File: src/hdl/lee_pkg.sv
// Shared types and constants of the line editor with erase and kill codes.
package lee_pkg;

   localparam int CHAR_W = 8;

   localparam logic [CHAR_W-1:0] NEWLINE_CODE = 8'd10;
   localparam logic [CHAR_W-1:0] RESET_ERASE  = 8'd35;
   localparam logic [CHAR_W-1:0] RESET_KILL   = 8'd64;

   // Register indexes on the configuration port.
   typedef enum logic [0:0] {
      CSR_ERASE = 1'b0,
      CSR_KILL  = 1'b1
   } csr_index_type;

   // Commands from the controller to the datapath.
   typedef struct packed {
      logic push;        // append the input character to the line
      logic pop;         // remove the newest character
      logic clear;       // empty the line
      logic start;       // rewind the read pointer for a readout
      logic load_char;   // load the stored character at the read pointer into the output
      logic load_nl;     // load a newline into the output
      logic last;        // mark the loaded beat as the last of the line
   } lee_cmd_type;

   // Status from the datapath to the controller.
   typedef struct packed {
      logic is_nl;       // input character is a newline
      logic is_erase;    // input character is the erase code
      logic is_kill;     // input character is the kill code
      logic empty;       // line holds no characters
      logic full;        // line store is full
      logic at_end;      // read pointer has passed the last stored character
      logic at_final;    // read pointer sits on the last stored character
      logic out_free;    // output register can take a beat this cycle
   } lee_sts_type;

endpackage

File: src/hdl/lee_dpath.sv
// Datapath of the line editor: line store, fill count, read pointer, output register.
module lee_dpath #(
   parameter int LINE_DEPTH = 63
) (
   input  logic                        clock,
   input  logic                        reset,
   input  logic [lee_pkg::CHAR_W-1:0]  char_in,
   input  logic                        csr_write,
   input  lee_pkg::csr_index_type      csr_index,
   input  logic [lee_pkg::CHAR_W-1:0]  csr_data,
   input  lee_pkg::lee_cmd_type        cmd,
   output lee_pkg::lee_sts_type        sts,
   output logic                        out_valid,
   input  logic                        out_ready,
   output logic [lee_pkg::CHAR_W-1:0]  char_out,
   output logic                        last
);

   localparam int CNT_W  = $clog2(LINE_DEPTH + 1);
   localparam int ADDR_W = (LINE_DEPTH > 1) ? $clog2(LINE_DEPTH) : 1;

   logic [lee_pkg::CHAR_W-1:0] line_mem [LINE_DEPTH];

   logic [CNT_W-1:0]           fill_ff,  fill_in;
   logic [CNT_W-1:0]           rptr_ff,  rptr_in;
   logic [lee_pkg::CHAR_W-1:0] erase_ff, erase_in;
   logic [lee_pkg::CHAR_W-1:0] kill_ff,  kill_in;
   logic                       valid_ff, valid_in;
   logic                       last_ff;
   logic                       sel_nl_ff;
   logic [lee_pkg::CHAR_W-1:0] rdata_ff;

   always_comb begin
      sts.is_nl    = (char_in == lee_pkg::NEWLINE_CODE);
      sts.is_erase = (char_in == erase_ff);
      sts.is_kill  = (char_in == kill_ff);
      sts.empty    = (fill_ff == '0);
      sts.full     = (fill_ff == CNT_W'(LINE_DEPTH));
      sts.at_end   = (rptr_ff == fill_ff);
      sts.at_final = ((rptr_ff + CNT_W'(1)) == fill_ff);
      sts.out_free = !valid_ff || out_ready;
   end

   always_comb begin
      fill_in = fill_ff;
      if (cmd.clear) begin
         fill_in = '0;
      end else if (cmd.push) begin
         fill_in = fill_ff + CNT_W'(1);
      end else if (cmd.pop) begin
         fill_in = fill_ff - CNT_W'(1);
      end

      rptr_in = rptr_ff;
      if (cmd.start) begin
         rptr_in = '0;
      end else if (cmd.load_char) begin
         rptr_in = rptr_ff + CNT_W'(1);
      end

      erase_in = erase_ff;
      kill_in  = kill_ff;
      if (csr_write) begin
         unique case (csr_index)
            lee_pkg::CSR_ERASE: erase_in = csr_data;
            lee_pkg::CSR_KILL:  kill_in  = csr_data;
            default: ;
         endcase
      end

      if (cmd.load_char || cmd.load_nl) begin
         valid_in = 1'b1;
      end else if (out_ready) begin
         valid_in = 1'b0;
      end else begin
         valid_in = valid_ff;
      end
   end

   always_ff @(posedge clock) begin
      if (reset) begin
         fill_ff  <= '0;
         rptr_ff  <= '0;
         erase_ff <= lee_pkg::RESET_ERASE;
         kill_ff  <= lee_pkg::RESET_KILL;
         valid_ff <= 1'b0;
      end else begin
         fill_ff  <= fill_in;
         rptr_ff  <= rptr_in;
         erase_ff <= erase_in;
         kill_ff  <= kill_in;
         valid_ff <= valid_in;
      end
   end

   // Line store: one write port at the fill count, one registered read port.
   always_ff @(posedge clock) begin
      if (cmd.push) begin
         line_mem[fill_ff[ADDR_W-1:0]] <= char_in;
      end
      if (cmd.load_char) begin
         rdata_ff <= line_mem[rptr_ff[ADDR_W-1:0]];
      end
   end

   always_ff @(posedge clock) begin
      if (cmd.load_char || cmd.load_nl) begin
         sel_nl_ff <= cmd.load_nl;
         last_ff   <= cmd.last;
      end
   end

   assign out_valid = valid_ff;
   assign char_out  = sel_nl_ff ? lee_pkg::NEWLINE_CODE : rdata_ff;
   assign last      = last_ff;

endmodule

File: src/hdl/lee_ctrl.sv
// Controller of the line editor: decodes input beats and sequences the line readout.
module lee_ctrl (
   input  logic                  clock,
   input  logic                  reset,
   input  logic                  in_valid,
   output logic                  in_ready,
   input  logic                  end_of_input,
   input  lee_pkg::lee_sts_type  sts,
   output lee_pkg::lee_cmd_type  cmd
);

   typedef enum logic [0:0] {
      ST_EDIT,
      ST_DRAIN
   } state_type;

   state_type state_ff, state_in;
   logic      with_nl_ff, with_nl_in;
   logic      accept;

   assign in_ready = (state_ff == ST_EDIT);
   assign accept   = in_valid && in_ready;

   always_comb begin
      cmd        = '0;
      state_in   = state_ff;
      with_nl_in = with_nl_ff;
      unique case (state_ff)
         ST_EDIT: begin
            if (accept) begin
               priority if (end_of_input) begin
                  if (!sts.empty) begin
                     cmd.start  = 1'b1;
                     with_nl_in = 1'b0;
                     state_in   = ST_DRAIN;
                  end
               end else if (sts.is_nl) begin
                  cmd.start  = 1'b1;
                  with_nl_in = 1'b1;
                  state_in   = ST_DRAIN;
               end else if (sts.is_erase) begin
                  cmd.pop = !sts.empty;
               end else if (sts.is_kill) begin
                  cmd.clear = 1'b1;
               end else begin
                  cmd.push = !sts.full;
               end
            end
         end
         ST_DRAIN: begin
            if (sts.out_free) begin
               if (!sts.at_end) begin
                  cmd.load_char = 1'b1;
                  cmd.last      = !with_nl_ff && sts.at_final;
               end else begin
                  cmd.load_nl = 1'b1;
                  cmd.last    = 1'b1;
               end
               if (cmd.last) begin
                  cmd.clear = 1'b1;
                  state_in  = ST_EDIT;
               end
            end
         end
         default: state_in = ST_EDIT;
      endcase
   end

   always_ff @(posedge clock) begin
      if (reset) begin
         state_ff   <= ST_EDIT;
         with_nl_ff <= 1'b0;
      end else begin
         state_ff   <= state_in;
         with_nl_ff <= with_nl_in;
      end
   end

endmodule

File: src/hdl/line_editor_erase_kill.sv
// Top level of the line editor with erase and kill codes.
//
//   Channel | Ports                            | Beat carries
//   --------+----------------------------------+--------------------------------------
//   input   | req_tvalid/req_tready/req_tdata  | one character, end-of-input in tuser
//   result  | rsp_tvalid/rsp_tready/rsp_tdata  | one character of the line, tlast marks
//           |                                  | the final beat of the line
//   config  | csr_valid/csr_ready/csr_index    | erase code (index 0) or kill code
//           |                                  | (index 1) in csr_data
//
// An ordinary character, an erase or a kill is taken in the edit state, so such beats
// stream at one per cycle. A newline, or an end-of-input beat while the line is not
// empty, starts a readout of the stored line: one result beat per cycle while
// rsp_tready is high, set by the single read port of the line store. A newline
// readout ends with an extra newline beat after the stored characters.
// A stall on the result side holds the readout where it is; the input stays
// closed until the last beat of the line has been loaded into the output register.
// The synchronous reset empties the line and restores the default erase and kill
// codes; the line store itself needs no clearing, since only filled entries are read.
// The configuration port is always ready.
module line_editor_erase_kill #(
   parameter int LINE_DEPTH = 63
) (
   input  logic                         clock,
   input  logic                         reset,

   input  logic                         req_tvalid,
   output logic                         req_tready,
   input  logic [7:0]                   req_tdata,   // [7:0] char_in
   input  logic                         req_tuser,   // [0] end_of_input

   output logic                         rsp_tvalid,
   input  logic                         rsp_tready,
   output logic [7:0]                   rsp_tdata,   // [7:0] char_out
   output logic                         rsp_tlast,

   input  logic                         csr_valid,
   output logic                         csr_ready,
   input  logic [0:0]                   csr_index,
   input  logic [7:0]                   csr_data
);

   lee_pkg::lee_cmd_type cmd;
   lee_pkg::lee_sts_type sts;
   logic                 csr_write;

   // Register writes land at once; the port never pushes back.
   assign csr_ready = 1'b1;
   assign csr_write = csr_valid && csr_ready;

   lee_ctrl u_ctrl (
      .clock        (clock),
      .reset        (reset),
      .in_valid     (req_tvalid),
      .in_ready     (req_tready),
      .end_of_input (req_tuser),
      .sts          (sts),
      .cmd          (cmd)
   );

   lee_dpath #(
      .LINE_DEPTH (LINE_DEPTH)
   ) u_dpath (
      .clock     (clock),
      .reset     (reset),
      .char_in   (req_tdata),
      .csr_write (csr_write),
      .csr_index (lee_pkg::csr_index_type'(csr_index)),
      .csr_data  (csr_data),
      .cmd       (cmd),
      .sts       (sts),
      .out_valid (rsp_tvalid),
      .out_ready (rsp_tready),
      .char_out  (rsp_tdata),
      .last      (rsp_tlast)
   );

endmodule
File: config.mk
export PLATFORM = sky130hd
export DESIGN_NAME = line_editor_erase_kill
export DESIGN_NICKNAME = d
export VERILOG_FILES = /design/src/hdl/lee_pkg.sv /design/src/hdl/lee_dpath.sv /design/src/hdl/lee_ctrl.sv /design/src/hdl/line_editor_erase_kill.sv
export SDC_FILE = /design/constraint.sdc
export NUM_CORES = 1
export LEC_CHECK = 0
export BUFFER_PORTS_ARGS = -buffer_cell sky130_fd_sc_hd__clkbuf_2
export CAP_MARGIN = 10
export CORE_MARGIN = 2
export CORE_UTILIZATION = 50
export CTS_CLUSTER_DIAMETER = 60
export DETAILED_ROUTE_END_ITERATION = 10
export PLACE_DENSITY = 0.72
export SLEW_MARGIN = 20
export SYNTH_ARGS = -nofsm -noshare
export SYNTH_HDL_FRONTEND = slang
export SYNTH_SLANG_ARGS = --single-unit
File: constraint.sdc
create_clock -name clock -period 3.9 [get_ports clock]
set_input_delay 1.17 -clock clock [delete_from_list [all_inputs] [get_ports clock]]
set_output_delay 1.17 -clock clock [all_outputs]
set_load 0.02 [all_outputs]
==> results of run 1 <==
==> layout by cell type, fill, tap and decap left out, types with 10 or more instances in the layout <==
cell                        Yosys  routed
sky130_fd_sc_hd__a211oi_1      10      10
sky130_fd_sc_hd__a21oi_1       21      21
sky130_fd_sc_hd__buf_4          6      93
sky130_fd_sc_hd__clkbuf_1      34      11
sky130_fd_sc_hd__clkbuf_16      0      53
sky130_fd_sc_hd__clkbuf_2       0      33
sky130_fd_sc_hd__clkinv_1       0      13
sky130_fd_sc_hd__dfxtp_1       31      28
sky130_fd_sc_hd__edfxtp_1     514     514
sky130_fd_sc_hd__mux2i_1       16      16
sky130_fd_sc_hd__mux4_2       139     139
sky130_fd_sc_hd__nand2_1       57      57
sky130_fd_sc_hd__nand3_1       14      14
sky130_fd_sc_hd__nor2_1        72      72
sky130_fd_sc_hd__nor2b_1       18      18
sky130_fd_sc_hd__nor3_1        11      11
sky130_fd_sc_hd__o21ai_0       17      17
sky130_fd_sc_hd__o22ai_1       10      10
sky130_fd_sc_hd__xnor2_1       21      21
sky130_fd_sc_hd__xor2_1        11      11
==> Yosys cell counts (all sizes together) (3+ instances only) <==
| cell type | number | area share [%] |
|---|---|---|
| a211oi | 10 | 0.34 |
| a21o | 3 | 0.10 |
| a21oi | 21 | 0.48 |
| a22oi | 5 | 0.17 |
| a31oi | 9 | 0.29 |
| buf | 33 | 1.1 |
| clkbuf | 34 | 0.58 |
| dfxtp | 31 | 2.8 |
| edfxtp | 514 | 70 |
| ha | 5 | 0.29 |
| inv | 3 | 0.051 |
| mux2 | 5 | 0.26 |
| mux2i | 16 | 0.73 |
| mux4 | 139 | 14 |
| nand2 | 57 | 0.98 |
| nand2b | 7 | 0.20 |
| nand3 | 14 | 0.32 |
| nand3b | 8 | 0.27 |
| nand4 | 6 | 0.17 |
| nor2 | 80 | 1.5 |
| nor2b | 18 | 0.51 |
| nor3 | 11 | 0.25 |
| nor3b | 3 | 0.10 |
| o211ai | 5 | 0.17 |
| o21ai | 19 | 0.43 |
| o221ai | 4 | 0.16 |
| o22ai | 10 | 0.29 |
| or2 | 7 | 0.21 |
| or3 | 8 | 0.23 |
| or3b | 3 | 0.12 |
| xnor2 | 21 | 0.84 |
| xor2 | 11 | 0.44 |
==> worst max-delay path, cell delays in order <==
cell	delay [ps]
sky130_fd_sc_hd__clkbuf_2	180
sky130_fd_sc_hd__nor4_1	460
sky130_fd_sc_hd__a211o_1	220
sky130_fd_sc_hd__o21bai_4	130
sky130_fd_sc_hd__or2_4	190
sky130_fd_sc_hd__ha_1	260
sky130_fd_sc_hd__a211oi_1	300
sky130_fd_sc_hd__o21bai_1	130
sky130_fd_sc_hd__a21oi_1	190
sky130_fd_sc_hd__nor4b_1	340
sky130_fd_sc_hd__o21a_1	160
sky130_fd_sc_hd__nor3_1	40
==> stage by stage <==
stage / total power (W) / worst slack (ps) / area, sq um
final: 0.01201 / 592.7 / 24880
after global routing: 0.01236 / 317.5 / 24880
after CTS: 0.01208 / 618.2 / 24880
after detailed placement: 0.007257 / -14.32 / 23250
after global placement: 0.007240 / 21.66 / 23250
after floorplan: 0.006996 / 389.9 / 21900
==> where the power goes <==
group          internal, W  switching (W)  total (W)
registers          0.00644      0.0000603    0.00650
clock network      0.00276        0.00213    0.00488
logic             0.000253       0.000374   0.000627
==> layout make-up <==
class | count | area, sq um
Inverter | 3 | 11.26
Fill cell | 3212 | 18290
Tap cell | 585 | 732.0
Clock inverter | 32 | 265.3
Multi-Input combinational cell | 526 | 5478
Timing Repair Buffer | 131 | 963.4
Sequential cell | 545 | 16060
Clock buffer | 64 | 1368
Antenna cell | 1 | 2.502
==> kinds of logic (layout without fill, tap and decap cells) <==
family	after synthesis	in the layout	synth area share [%]
other	1	2	0.01712
AOI/OAI and AO/OA	95	95	2.822
adders and majority gates	6	6	0.3770
and+or+nand+nor	232	232	5.232
muxes	160	160	15.28
DFF	545	545	73.30
xor gates and xnor gates	32	32	1.279
buffers and inverters	70	230	1.696
==> registers in the layout, indices dropped and copies added (netlist names) <==
signal             count
u_dpath.erase_ff       8
u_dpath.rptr_ff        6
u_dpath.sel_nl_ff      1
u_dpath.kill_ff        8
u_dpath.line_mem     504
u_dpath.out_valid      1
u_ctrl.with_nl_ff      1
u_dpath.fill_ff        6
u_dpath.last           1
u_ctrl.state_ff        1
u_dpath.rdata_ff       8
==> metal layers <==
layer / GRT usage (%) / up-vias / share of wire (%)
li1: - / 4856 / -
met1: 30.44 / 5836 / 41
met2: 35.42 / 419 / 49
met3: 3.177 / 77 / 6.9
met4: 7.064 / 0 / 2.7
met5: 0 / - / 0
==> worst min path at each step <==
| stage | from | endpoint | cells past startpoint |
|---|---|---|---|
| after floorplan | u_dpath.erase_ff[2] | u_dpath.erase_ff[2] | 2 |
| after global placement | u_dpath.erase_ff[6] | u_dpath.erase_ff[6] | 2 |
| after detailed placement | u_dpath.erase_ff[6] | u_dpath.erase_ff[6] | 2 |
| after CTS | u_dpath.erase_ff[6] | u_dpath.erase_ff[6] | 2 |
| after global routing | u_dpath.erase_ff[6] | u_dpath.erase_ff[6] | 2 |
| final | u_dpath.erase_ff[6] | u_dpath.erase_ff[6] | 2 |
==> metrics.md, run 1 <==
| Metric | Value |
|---|---|
| Worst-case clock buffer depth | `3` |
| DIE AREA | `45,500 sq um` |
| Detail-routed via count per cell | `slightly below 6` |
| Gpl congestion | `between 0.7 and 0.8` |
| Final core area utilization | `between 50% and 60%` |
| Final critical path time including I/O delays and setup | `between 3000 and 4000 ps` |
| DRC errors left | `0` |
| Latest clock arrival within the worst-skew pair | `around 600 ps` |
| Detailed Route WL | `between 40,000 and 50,000 microns` |
| Cell area after technology mapping | `between 20,000 and 25,000 sq um` |
| Area growth from synthesis to layout | `13.60%` |
| H-tree depth reported by CTS | `2` |
| Dominant synthesized flop cell | `sky130_fd_sc_hd__edfxtp_1` |
| Post-detailed-placement half-perimeter wirelength | `around 30,000 microns` |
| Vias in the first global route | `between 10,000 and 15,000` |
| EDFF count, synth | `~510` |
| Register area share after synthesis | `73.30%` |
| Wire length of the first global-routing pass | `about 72,000 microns` |
| Kind of path behind the tightest hold check | `flop to flop` |
| Register-to-Register Path Depth | `10` |
| Worst-path maximum fanout | `8` |
| Fraction of final layout cells with drive strength greater than 1 | `28.36%` |
| Resized cells post-CTS | `0` |
| Clock buffer count from CTS | `52` |
| Combined global-route utilization of all metal layers | `between 20% and 30%` |
| Pleak | `7.692 nW` |
| Largest voltage drop on the vdd net | `around 0.00032 V` |
| Final hold violation count | `0` |
| FFs w/ async S/R, synth | `0%` |
| Drt first pass iters | `7` |
| Remaining antenna violation count | `0` |
| Number of port buffers | `33` |
| # Max-Cap Violations | `0` |
| CP Data Required Time | `between 4000 and 5000 ps` |
| Worst setup endpoint | `u_dpath.fill_ff[5]` |
| Height of the chip | `~210 microns` |
| Portion of the clock cycle consumed by the worst path in the final layout | `84.80%` |
| Mapped Nets | `roughly 1,200` |
| Reg2Reg Capture Point | `u_dpath.fill_ff[5]` |
| Distinct cells, synth | `59` |
| Total number of nets in the final design | `around 1,300` |
| R2R Setup Slk | `910 ps` |
| Overflow left after global routing | `0` |
| Number of core rows | `between 70 and 80` |
| Maximum clock skew at final layout | `slightly below 20 ps` |
| Gate count after technology mapping | `1,141` |
| Setup repair after global routing missed its margin | `no` |
| Crit path capture type | `flop` |
| Result of the run | `finished clean` |
| Final setup violation count | `0` |
| Maximum number of pins on one net before global-route repair | `between 60 and 70` |
| Die span in x | `213.3 microns` |
| Final Instance Count excl. Fillers | `approximately 1,900` |
| Number of cells after detailed placement | `1,790` |
| Root Driver | `sky130_fd_sc_hd__clkbuf_16` |
| Relative slew slack | `51.82%` |
| Drt first-iter violations | `about 1,200` |
| Core box area | `~43,000 sq um` |
| Setup Fix Bufs, Post-CTS | `0` |
| Sink count of the clock tree | `about 550` |
| Worst path arrival time | `roughly 3800 ps` |
| Antenna violations before repair | `2` |
| Setup TNS | `0 ps` |
| Count of yosys warnings during synthesis | `0` |
| DR WL/cell | `25.16 microns` |
| Top-level I/O count | `35` |
| Total power density per cell area | `between 400 and 500 nW/um^2` |
| Startpoint types | `input port` |
| CTS tree | `yes` |
| Number of slew-limit violations in the final report | `0` |
| Crit Path Category | `input port to flop` |
| Reg2Reg Launch Point | `u_dpath.fill_ff[3]` |
| Launching element of the worst setup path | `req_tdata[4]` |
| Routed via count | `around 11,000` |
| Register bit count reported by yosys | `545` |
| Starting density of the core | `50.74%` |
| Count of hold-fix buffers inserted at cts | `0` |
| Final worst hold slack | `~470 ps` |
| Clock input transition at the sequential cells of the worst setup and hold paths | `about 60 ps` |
| Transition time at the pin with the least slew margin | `a little over 700 ps` |
| Post-Syn Area per Cell | `between 15 and 20 sq um` |
| Highest clock rate | `between 300 and 400 MHz` |
Power figures use the tool's default switching activity.
==> run 2: changes to the inputs <==
--- a/config.mk
+++ b/config.mk
@@ -11,7 +11,7 @@
 export CORE_UTILIZATION = 50
 export CTS_CLUSTER_DIAMETER = 60
 export DETAILED_ROUTE_END_ITERATION = 10
-export PLACE_DENSITY = 0.72
+export PLACE_DENSITY = 0.74
 export SLEW_MARGIN = 20
 export SYNTH_ARGS = -nofsm -noshare
 export SYNTH_HDL_FRONTEND = slang
==> constraint.sdc (replaced) <==
create_clock -name clock -period 2.8 [get_ports clock]
set_input_delay 0.84 -clock clock [delete_from_list [all_inputs] [get_ports clock]]
set_output_delay 0.84 -clock clock [all_outputs]
set_load 0.02 [all_outputs]
==> metrics.md, run 2 (synthesized netlist as in run 1, its figures left out) <==
| Metric | Value |
|---|---|
| Wire length of the first global-routing pass | `73,060 microns (+2.0%)` |
| Combined global-route utilization of all metal layers | `22.36% (+0.69 points)` |
| Number of port buffers | `33 (unchanged)` |
| Antenna Diode Count | `0 (-1)` |
| Maximum clock skew at final layout | `23.90 ps (+4.441 ps)` |
| Count of hold-fix buffers inserted at cts | `0 (unchanged)` |
| Number of flip-flops in the largest register | `504 (unchanged)` |
| Top cell family by delay on the critical path | `simple AND/OR/NAND/NOR gates` |
| DIE AREA | `45,500 sq um (unchanged)` |
| Count of fill cells added during filler insertion | `3,076 (-4.2%)` |
| Top library cells by usage in the layout, fill and taps aside | `sky130_fd_sc_hd__edfxtp_1 (514), sky130_fd_sc_hd__mux4_2 (139), sky130_fd_sc_hd__buf_4 (121), sky130_fd_sc_hd__nand2_1 (57), sky130_fd_sc_hd__clkbuf_16 (52)` |
| Met1 layer usage reported by global route | `31.16% (+0.72 points)` |
| Root Driver | `sky130_fd_sc_hd__clkbuf_16` |
| Crit Path Category | `input port to flop` |
| H-tree depth reported by CTS | `2 (unchanged)` |
| Final critical path time including I/O delays and setup | `approximately 2800 ps` |
| Largest voltage drop on the vdd net | `0.0005628 V (+77%)` |
| Relative slew slack | `49.10% (-2.7 points)` |
| Overflow left after global routing | `0 (unchanged)` |
| Final hold violation count | `0 (unchanged)` |
| Worst-path maximum fanout | `8 (unchanged)` |
| Detailed Route WL | `49,190 microns (+3.6%)` |
| Sink count of the clock tree | `545 (unchanged)` |
| Starting density of the core | `50.74% (unchanged)` |
| Result of the run | `finished clean` |
| Highest clock rate | `about 360 MHz` |
| Drt first pass iters | `5 (-2)` |
| Drt first-iter violations | `1,123 (-3.9%)` |
| Top-level I/O count | `35 (unchanged)` |
| PnR worst setup slack | `28.53 ps (-564.2 ps)` |
| Maximum number of pins on one net before global-route repair | `64 (unchanged)` |
| Kind of path behind the tightest hold check | `flop to flop` |
| Gpl congestion | `0.9147 (+16%)` |
| Die span in x | `213.3 microns (unchanged)` |
| Global routing met2 resource utilization | `35.21% (-0.21 points)` |
| Antenna violations before repair | `2 (unchanged)` |
| Post-detailed-placement half-perimeter wirelength | `31,460 microns (+5.4%)` |
| Vias in the first global route | `11,520 (+2.2%)` |
| Routed via count | `11,470 (+2.5%)` |
| Total number of nets in the final design | `1,332 (+3.4%)` |
| Critical path cell sequence | `clkbuf_2 > nor4bb_2 > a211o_1 > o21bai_4 > or2_4 > buf_4 > or4b_4 > buf_12 > nor2_4` |
| Core box area | `43,170 sq um (unchanged)` |
| Area growth from synthesis to layout | `17.47%` |
| Height of the chip | `213.3 microns (unchanged)` |
| Detail-routed via count per cell | `5.938 (+0.15%)` |
| Maximum cell stage delay along the critical path | `530 ps (+70 ps)` |
| Crit path capture type | `flop` |
| Startpoint types | `input port` |
| Portion of the clock cycle consumed by the worst path in the final layout | `98.98%` |
| Total power density per cell area | `663.8 nW/um^2 (+37%)` |
| CP Data Required Time | `3070 ps (-1290 ps)` |
| Setup slack at placement | `-518.8 ps (-504.5 ps)` |
| Fraction of final layout cells with drive strength greater than 1 | `33.70% (+5.3 points)` |
| Transition time at the pin with the least slew margin | `763.5 ps (+40.89 ps)` |
| Number of cells after detailed placement | `1,832 (+2.3%)` |
| DRC errors left | `0 (unchanged)` |
| WP buf/inv | `3 (+2)` |
| Latest clock arrival within the worst-skew pair | `610 ps (about the same)` |
| Worst-path cell with the longest stage delay | `sky130_fd_sc_hd__or4b_4` |
| Worst path arrival time | `3040 ps (-730 ps)` |
| Setup repair after global routing missed its margin | `yes` |
| Global routing met3 resource utilization | `4.177% (+1.0 points)` |
| DR WL/cell | `25.46 microns (+1.2%)` |
| CTS tree | `yes` |
| Worst-case clock buffer depth | `3 (unchanged)` |
| Final Instance Count excl. Fillers | `1,932 (+2.4%)` |
| Final setup violation count | `0 (unchanged)` |
| Number of core rows | `76 (unchanged)` |
| Number of slew-limit violations in the final report | `0 (unchanged)` |
| Clock buffer count from CTS | `52 (unchanged)` |
| Most utilized layer in the global route result | `met2` |
| Total power | `0.01708 W (+42%)` |
| Most common cell after layout, fill and taps aside | `sky130_fd_sc_hd__edfxtp_1` |
| R2R Setup Slk | `90 ps (-820 ps)` |
| Remaining antenna violation count | `0 (unchanged)` |
| # Max-Cap Violations | `0 (unchanged)` |
| Pleak | `8.018 nW (+4.2%)` |
| Clock input transition at the sequential cells of the worst setup and hold paths | `60 ps (about the same)` |
[run 2: cell types whose count changed in the layout (fill, tap and decap cells not counted), moves of 4 or more]
| cell | before | now |
|---|---|---|
| sky130_fd_sc_hd__clkinv_2 | 8 | 12 |
| sky130_fd_sc_hd__nor2_1 | 72 | 51 |
| sky130_fd_sc_hd__buf_12 | 5 | 21 |
| sky130_fd_sc_hd__nor2_4 | 0 | 20 |
| sky130_fd_sc_hd__buf_4 | 93 | 121 |
| sky130_fd_sc_hd__clkinv_1 | 13 | 7 |
[run 2: final timing paths]
kind | startpoint | endpoint | cells past startpoint
max | req_tdata[3] | u_dpath.line_mem[9][2] | 9
min | u_dpath.erase_ff[2] | u_dpath.erase_ff[2] | 2
max reg2reg | u_ctrl.state_ff | u_dpath.line_mem[9][2] | 8
min reg2reg | u_dpath.erase_ff[2] | u_dpath.erase_ff[2] | 2
[run 2: what timing repair did]
item	4_1_cts	5_1_grt
endpoints found under the setup margin	0	2
setup buffers	0	2
resized for setup	0	7
[run 2: final cells by class]
cell class	instances	area (sq um)	share of cell area, %
clock buffer	65	1360	5.285
sequential	545	16060	62.43
multi-input combinational	526	5718	22.22
clock inverter	33	352.8	1.371
tap	585	732.0	2.844
inverter	3	11.26	0.04376
timing repair buffer	175	1494	5.806
[run 2: routing by layer]
metal	wire length, microns	share of wire [%]
met4	1809	3.7
met1	19830	40
met5	27	0.055
met3	3707	7.5
met2	23820	48
[run 2: tightest hold or removal path, delay by kind of cell, from the launching register on]
kind | cells | cell delay (ps)
DFF | 1 | 320
AOI/OAI and AO/OA | 1 | 50
and+or+nand+nor | 1 | 50
[run 2: metrics by stage]
stage	utilization [%]	cell area (sq um)	hold WS, ps	setup TNS, ps
2_1_floorplan	-	22120	448.8	-8927
3_3_place_gp	55.49	23960	463.6	-114170
3_5_place_dp	55.49	23960	467.2	-130220
4_1_cts	59.46	25670	446.3	0
5_1_grt	59.60	25730	477.4	-5.047
6_report	59.60	25730	473.4	0
[run 2: power breakdown]
| part | internal, W | total (W) | leakage (nW) | switching, W |
|---|---|---|---|---|
| logic | 0.000438 | 0.00107 | 2.31 | 0.000634 |
| registers | 0.00898 | 0.00901 | 4.88 | 0.0000353 |
| clock network | 0.00402 | 0.00700 | 0.835 | 0.00298 |
| total | 0.0134 | 0.0171 | 8.02 | 0.00364 |
==> run 3: changes to the inputs <==
--- a/config.mk
+++ b/config.mk
@@ -8,10 +8,10 @@
 export BUFFER_PORTS_ARGS = -buffer_cell sky130_fd_sc_hd__clkbuf_2
 export CAP_MARGIN = 10
 export CORE_MARGIN = 2
-export CORE_UTILIZATION = 50
+export CORE_UTILIZATION = 55
 export CTS_CLUSTER_DIAMETER = 60
 export DETAILED_ROUTE_END_ITERATION = 10
-export PLACE_DENSITY = 0.74
+export PLACE_DENSITY = 0.8
 export SLEW_MARGIN = 20
 export SYNTH_ARGS = -nofsm -noshare
 export SYNTH_HDL_FRONTEND = slang
==> metrics.md, run 3 (synthesized netlist as in run 1, its figures left out) <==
| Metric | Value |
|---|---|
| H-tree depth reported by CTS | `2 (unchanged)` |
| Final critical path time including I/O delays and setup | `2687 ps (-84.43 ps)` |
| Worst-path maximum fanout | `8 (unchanged)` |
| Worst Hold Path EP | `u_dpath.erase_ff[2]` |
| Number of slew-limit violations in the final report | `0 (unchanged)` |
| Sink count of the clock tree | `545 (unchanged)` |
| Count of fill cells added during filler insertion | `2,517 (-18%)` |
| Top cell family by delay on the critical path | `simple AND/OR/NAND/NOR gates` |
| Worst path arrival time | `2940 ps (-100 ps)` |
| Clock input transition at the sequential cells of the worst setup and hold paths | `60 ps (about the same)` |
| Total power | `0.01721 W (+0.77%)` |
| Overflow left after global routing | `0 (unchanged)` |
| Worst-path cell with the longest stage delay | `sky130_fd_sc_hd__or4b_4` |
| Number of core rows | `73 (-3.9%)` |
| Total placed instance area | `23,760 sq um (-0.81%)` |
| Total number of nets in the final design | `1,325 (-0.53%)` |
| Kind of path behind the tightest hold check | `flop to flop` |
| DIE AREA | `41,440 sq um (-8.9%)` |
| CTS tree | `yes` |
| DRC errors left | `0 (unchanged)` |
| Highest clock rate | `372.2 MHz (+3.1%)` |
| Fraction of final layout cells with drive strength greater than 1 | `32.83% (-0.87 points)` |
| Final setup violation count | `0 (unchanged)` |
| # Max-Cap Violations | `0 (unchanged)` |
| Portion of the clock cycle consumed by the worst path in the final layout | `95.97% (-3.0 points)` |
| Reg area | `16,060 sq um (unchanged)` |
| Gpl congestion | `0.8780 (-4.0%)` |
| Critical path cell sequence | `clkbuf_2 > nor4bb_1 > a211o_1 > o21bai_4 > or2_4 > or4b_4 > nor2_4` |
| Wire length of the first global-routing pass | `73,730 microns (+0.91%)` |
| DR WL/cell | `26.71 microns (+4.9%)` |
| Final hold violation count | `0 (unchanged)` |
| Routed via count | `11,640 (+1.4%)` |
| Transition time at the pin with the least slew margin | `811.7 ps (+48.16 ps)` |
| Drt first pass iters | `7 (+2)` |
| Top library cells by usage in the layout, fill and taps aside | `sky130_fd_sc_hd__edfxtp_1 (514), sky130_fd_sc_hd__mux4_2 (139), sky130_fd_sc_hd__buf_4 (121), sky130_fd_sc_hd__nand2_1 (57), sky130_fd_sc_hd__clkbuf_16 (53)` |
| Root Driver | `sky130_fd_sc_hd__clkbuf_16` |
| Drt first-iter violations | `1,350 (+20%)` |
| Number of port buffers | `33 (unchanged)` |
| Fin area | `25,510 sq um (-0.85%)` |
| Reg2Reg Capture Point | `u_dpath.line_mem[41][4]` |
| Final core area utilization | `64.51% (+4.9 points)` |
| Detailed Route WL | `49,740 microns (+1.1%)` |
| Remaining antenna violation count | `0 (unchanged)` |
| Starting density of the core | `55.39% (+4.6 points)` |
| Crit Path Category | `input port to flop` |
| Total power density per cell area | `674.6 nW/um^2 (+1.6%)` |
| Maximum number of pins on one net before global-route repair | `64 (unchanged)` |
| Startpoint types | `input port` |
| Height of the chip | `203.6 microns (-4.6%)` |
| Register-to-Register Path Depth | `6 (-2)` |
| Relative slew slack | `45.89% (-3.2 points)` |
| PnR worst setup slack | `113.0 ps (+84.43 ps)` |
| Antenna Diode Count | `0 (unchanged)` |
| Pleak | `7.968 nW (-0.62%)` |
| Maximum clock skew at final layout | `16.97 ps (-6.928 ps)` |
| Core box area | `39,550 sq um (-8.4%)` |
| Result of the run | `finished clean` |
| Setup TNS | `0 ps (unchanged)` |
| Total area of multi-input combinational cells | `5702 sq um (-0.28%)` |
| Die span in x | `203.6 microns (-4.6%)` |
| Setup slack at placement | `-566.2 ps (-47.37 ps)` |
| Post-detailed-placement half-perimeter wirelength | `30,800 microns (-2.1%)` |
| Most common cell after layout, fill and taps aside | `sky130_fd_sc_hd__edfxtp_1` |
| Area growth from synthesis to layout | `16.48%` |
| Crit path capture type | `flop` |
| Latest clock arrival within the worst-skew pair | `580 ps (-30 ps)` |
| Critical hold path startpoint | `u_dpath.erase_ff[2]` |
| WP buf/inv | `1 (-2)` |
| Worst-case clock buffer depth | `3 (unchanged)` |
| Vias in the first global route | `11,580 (+0.49%)` |
| Combined global-route utilization of all metal layers | `24.64% (+2.3 points)` |
| Worst hold path cell count | `2 (unchanged)` |
| Setup repair after global routing missed its margin | `no` |
| Detail-routed via count per cell | `6.250 (+5.3%)` |
| Top-level I/O count | `35 (unchanged)` |
| Maximum cell stage delay along the critical path | `690 ps (+160 ps)` |
| Antenna violations before repair | `0 (-2)` |
| Number of flip-flops in the largest register | `504 (unchanged)` |
| Largest voltage drop on the vdd net | `0.0005531 V (-1.7%)` |
| CP Data Required Time | `3050 ps (-20 ps)` |
| Clock buffer count from CTS | `52 (unchanged)` |
| R2R Setup Slk | `170 ps (+80 ps)` |
| Reg2Reg Launch Point | `u_ctrl.state_ff` |
[run 3: cell types whose count changed in the layout (fill, tap and decap cells not counted), sizes merged]
cell,change
buf,-8
bufinv,+2
clkbuf,-1
clkinv,-2
clkinvlp,-1
[run 3: routing by layer]
metal  vias to the layer above  GRT usage (%)  part of all wire [%]
met3                       119          4.794                   8.7
met2                       638          39.88                    49
met4                         0          7.977                   3.2
li1                       4921              -                     -
met5                         -              0                     0
met1                      5959          34.26                    39
[run 3: where the power goes]
group	switching [W]	internal (W)	total (W)
Clock	0.00292	0.00420	0.00712
Combinational	0.000645	0.000437	0.00108
Sequential	0.0000356	0.00898	0.00901
Total	0.00360	0.0136	0.0172
[run 3: cell type report]
class | count | share of cell area [%]
repair buffers | 168 | 5.326
well taps | 525 | 2.575
clock inverters | 32 | 1.403
multi-input cells | 526 | 22.35
clock buffers | 63 | 5.345
inverters | 3 | 0.04413
flip-flops and latches | 545 | 62.96
[run 3: worst register-to-register path, stage by stage, from the launching register on]
cell                       delay (ps)
sky130_fd_sc_hd__dfxtp_1          330
sky130_fd_sc_hd__nand2b_1         180
sky130_fd_sc_hd__a211o_1          300
sky130_fd_sc_hd__o21bai_4         180
sky130_fd_sc_hd__or2_4            300
sky130_fd_sc_hd__or4b_4           700
sky130_fd_sc_hd__nor2_4           300
[run 3: what timing repair did]
item / 4_1_cts / 5_1_grt
buffers inserted: 0 / 1
endpoints found under the setup margin: 0 / 4
gates resized for setup: 0 / 7
hold buffers: 0 / 0
hold endpoints to repair: 0 / 0
[run 3: worst max-delay path by stage]
stage / startpoint / to / slack [ps] / depth (start not counted)
after CTS: req_tdata[7] / u_dpath.line_mem[41][4] / 50 / 7
after detailed placement: req_tdata[7] / u_dpath.line_mem[41][0] / -570 / 7
after global routing: req_tdata[5] / u_dpath.fill_ff[5] / 20 / 12
final: req_tdata[1] / u_dpath.line_mem[41][4] / 110 / 7
after global placement: req_tdata[7] / u_dpath.fill_ff[5] / -490 / 12
after floorplan: req_tdata[3] / u_dpath.fill_ff[4] / -170 / 10
[run 3: through the flow]
step,std cells,hold slack [ps]
after floorplan,1141,448.8
after global placement,1766,458.5
after detailed placement,1766,460.7
after CTS,1861,471.4
after global routing,1862,482.0
final,1862,472.4
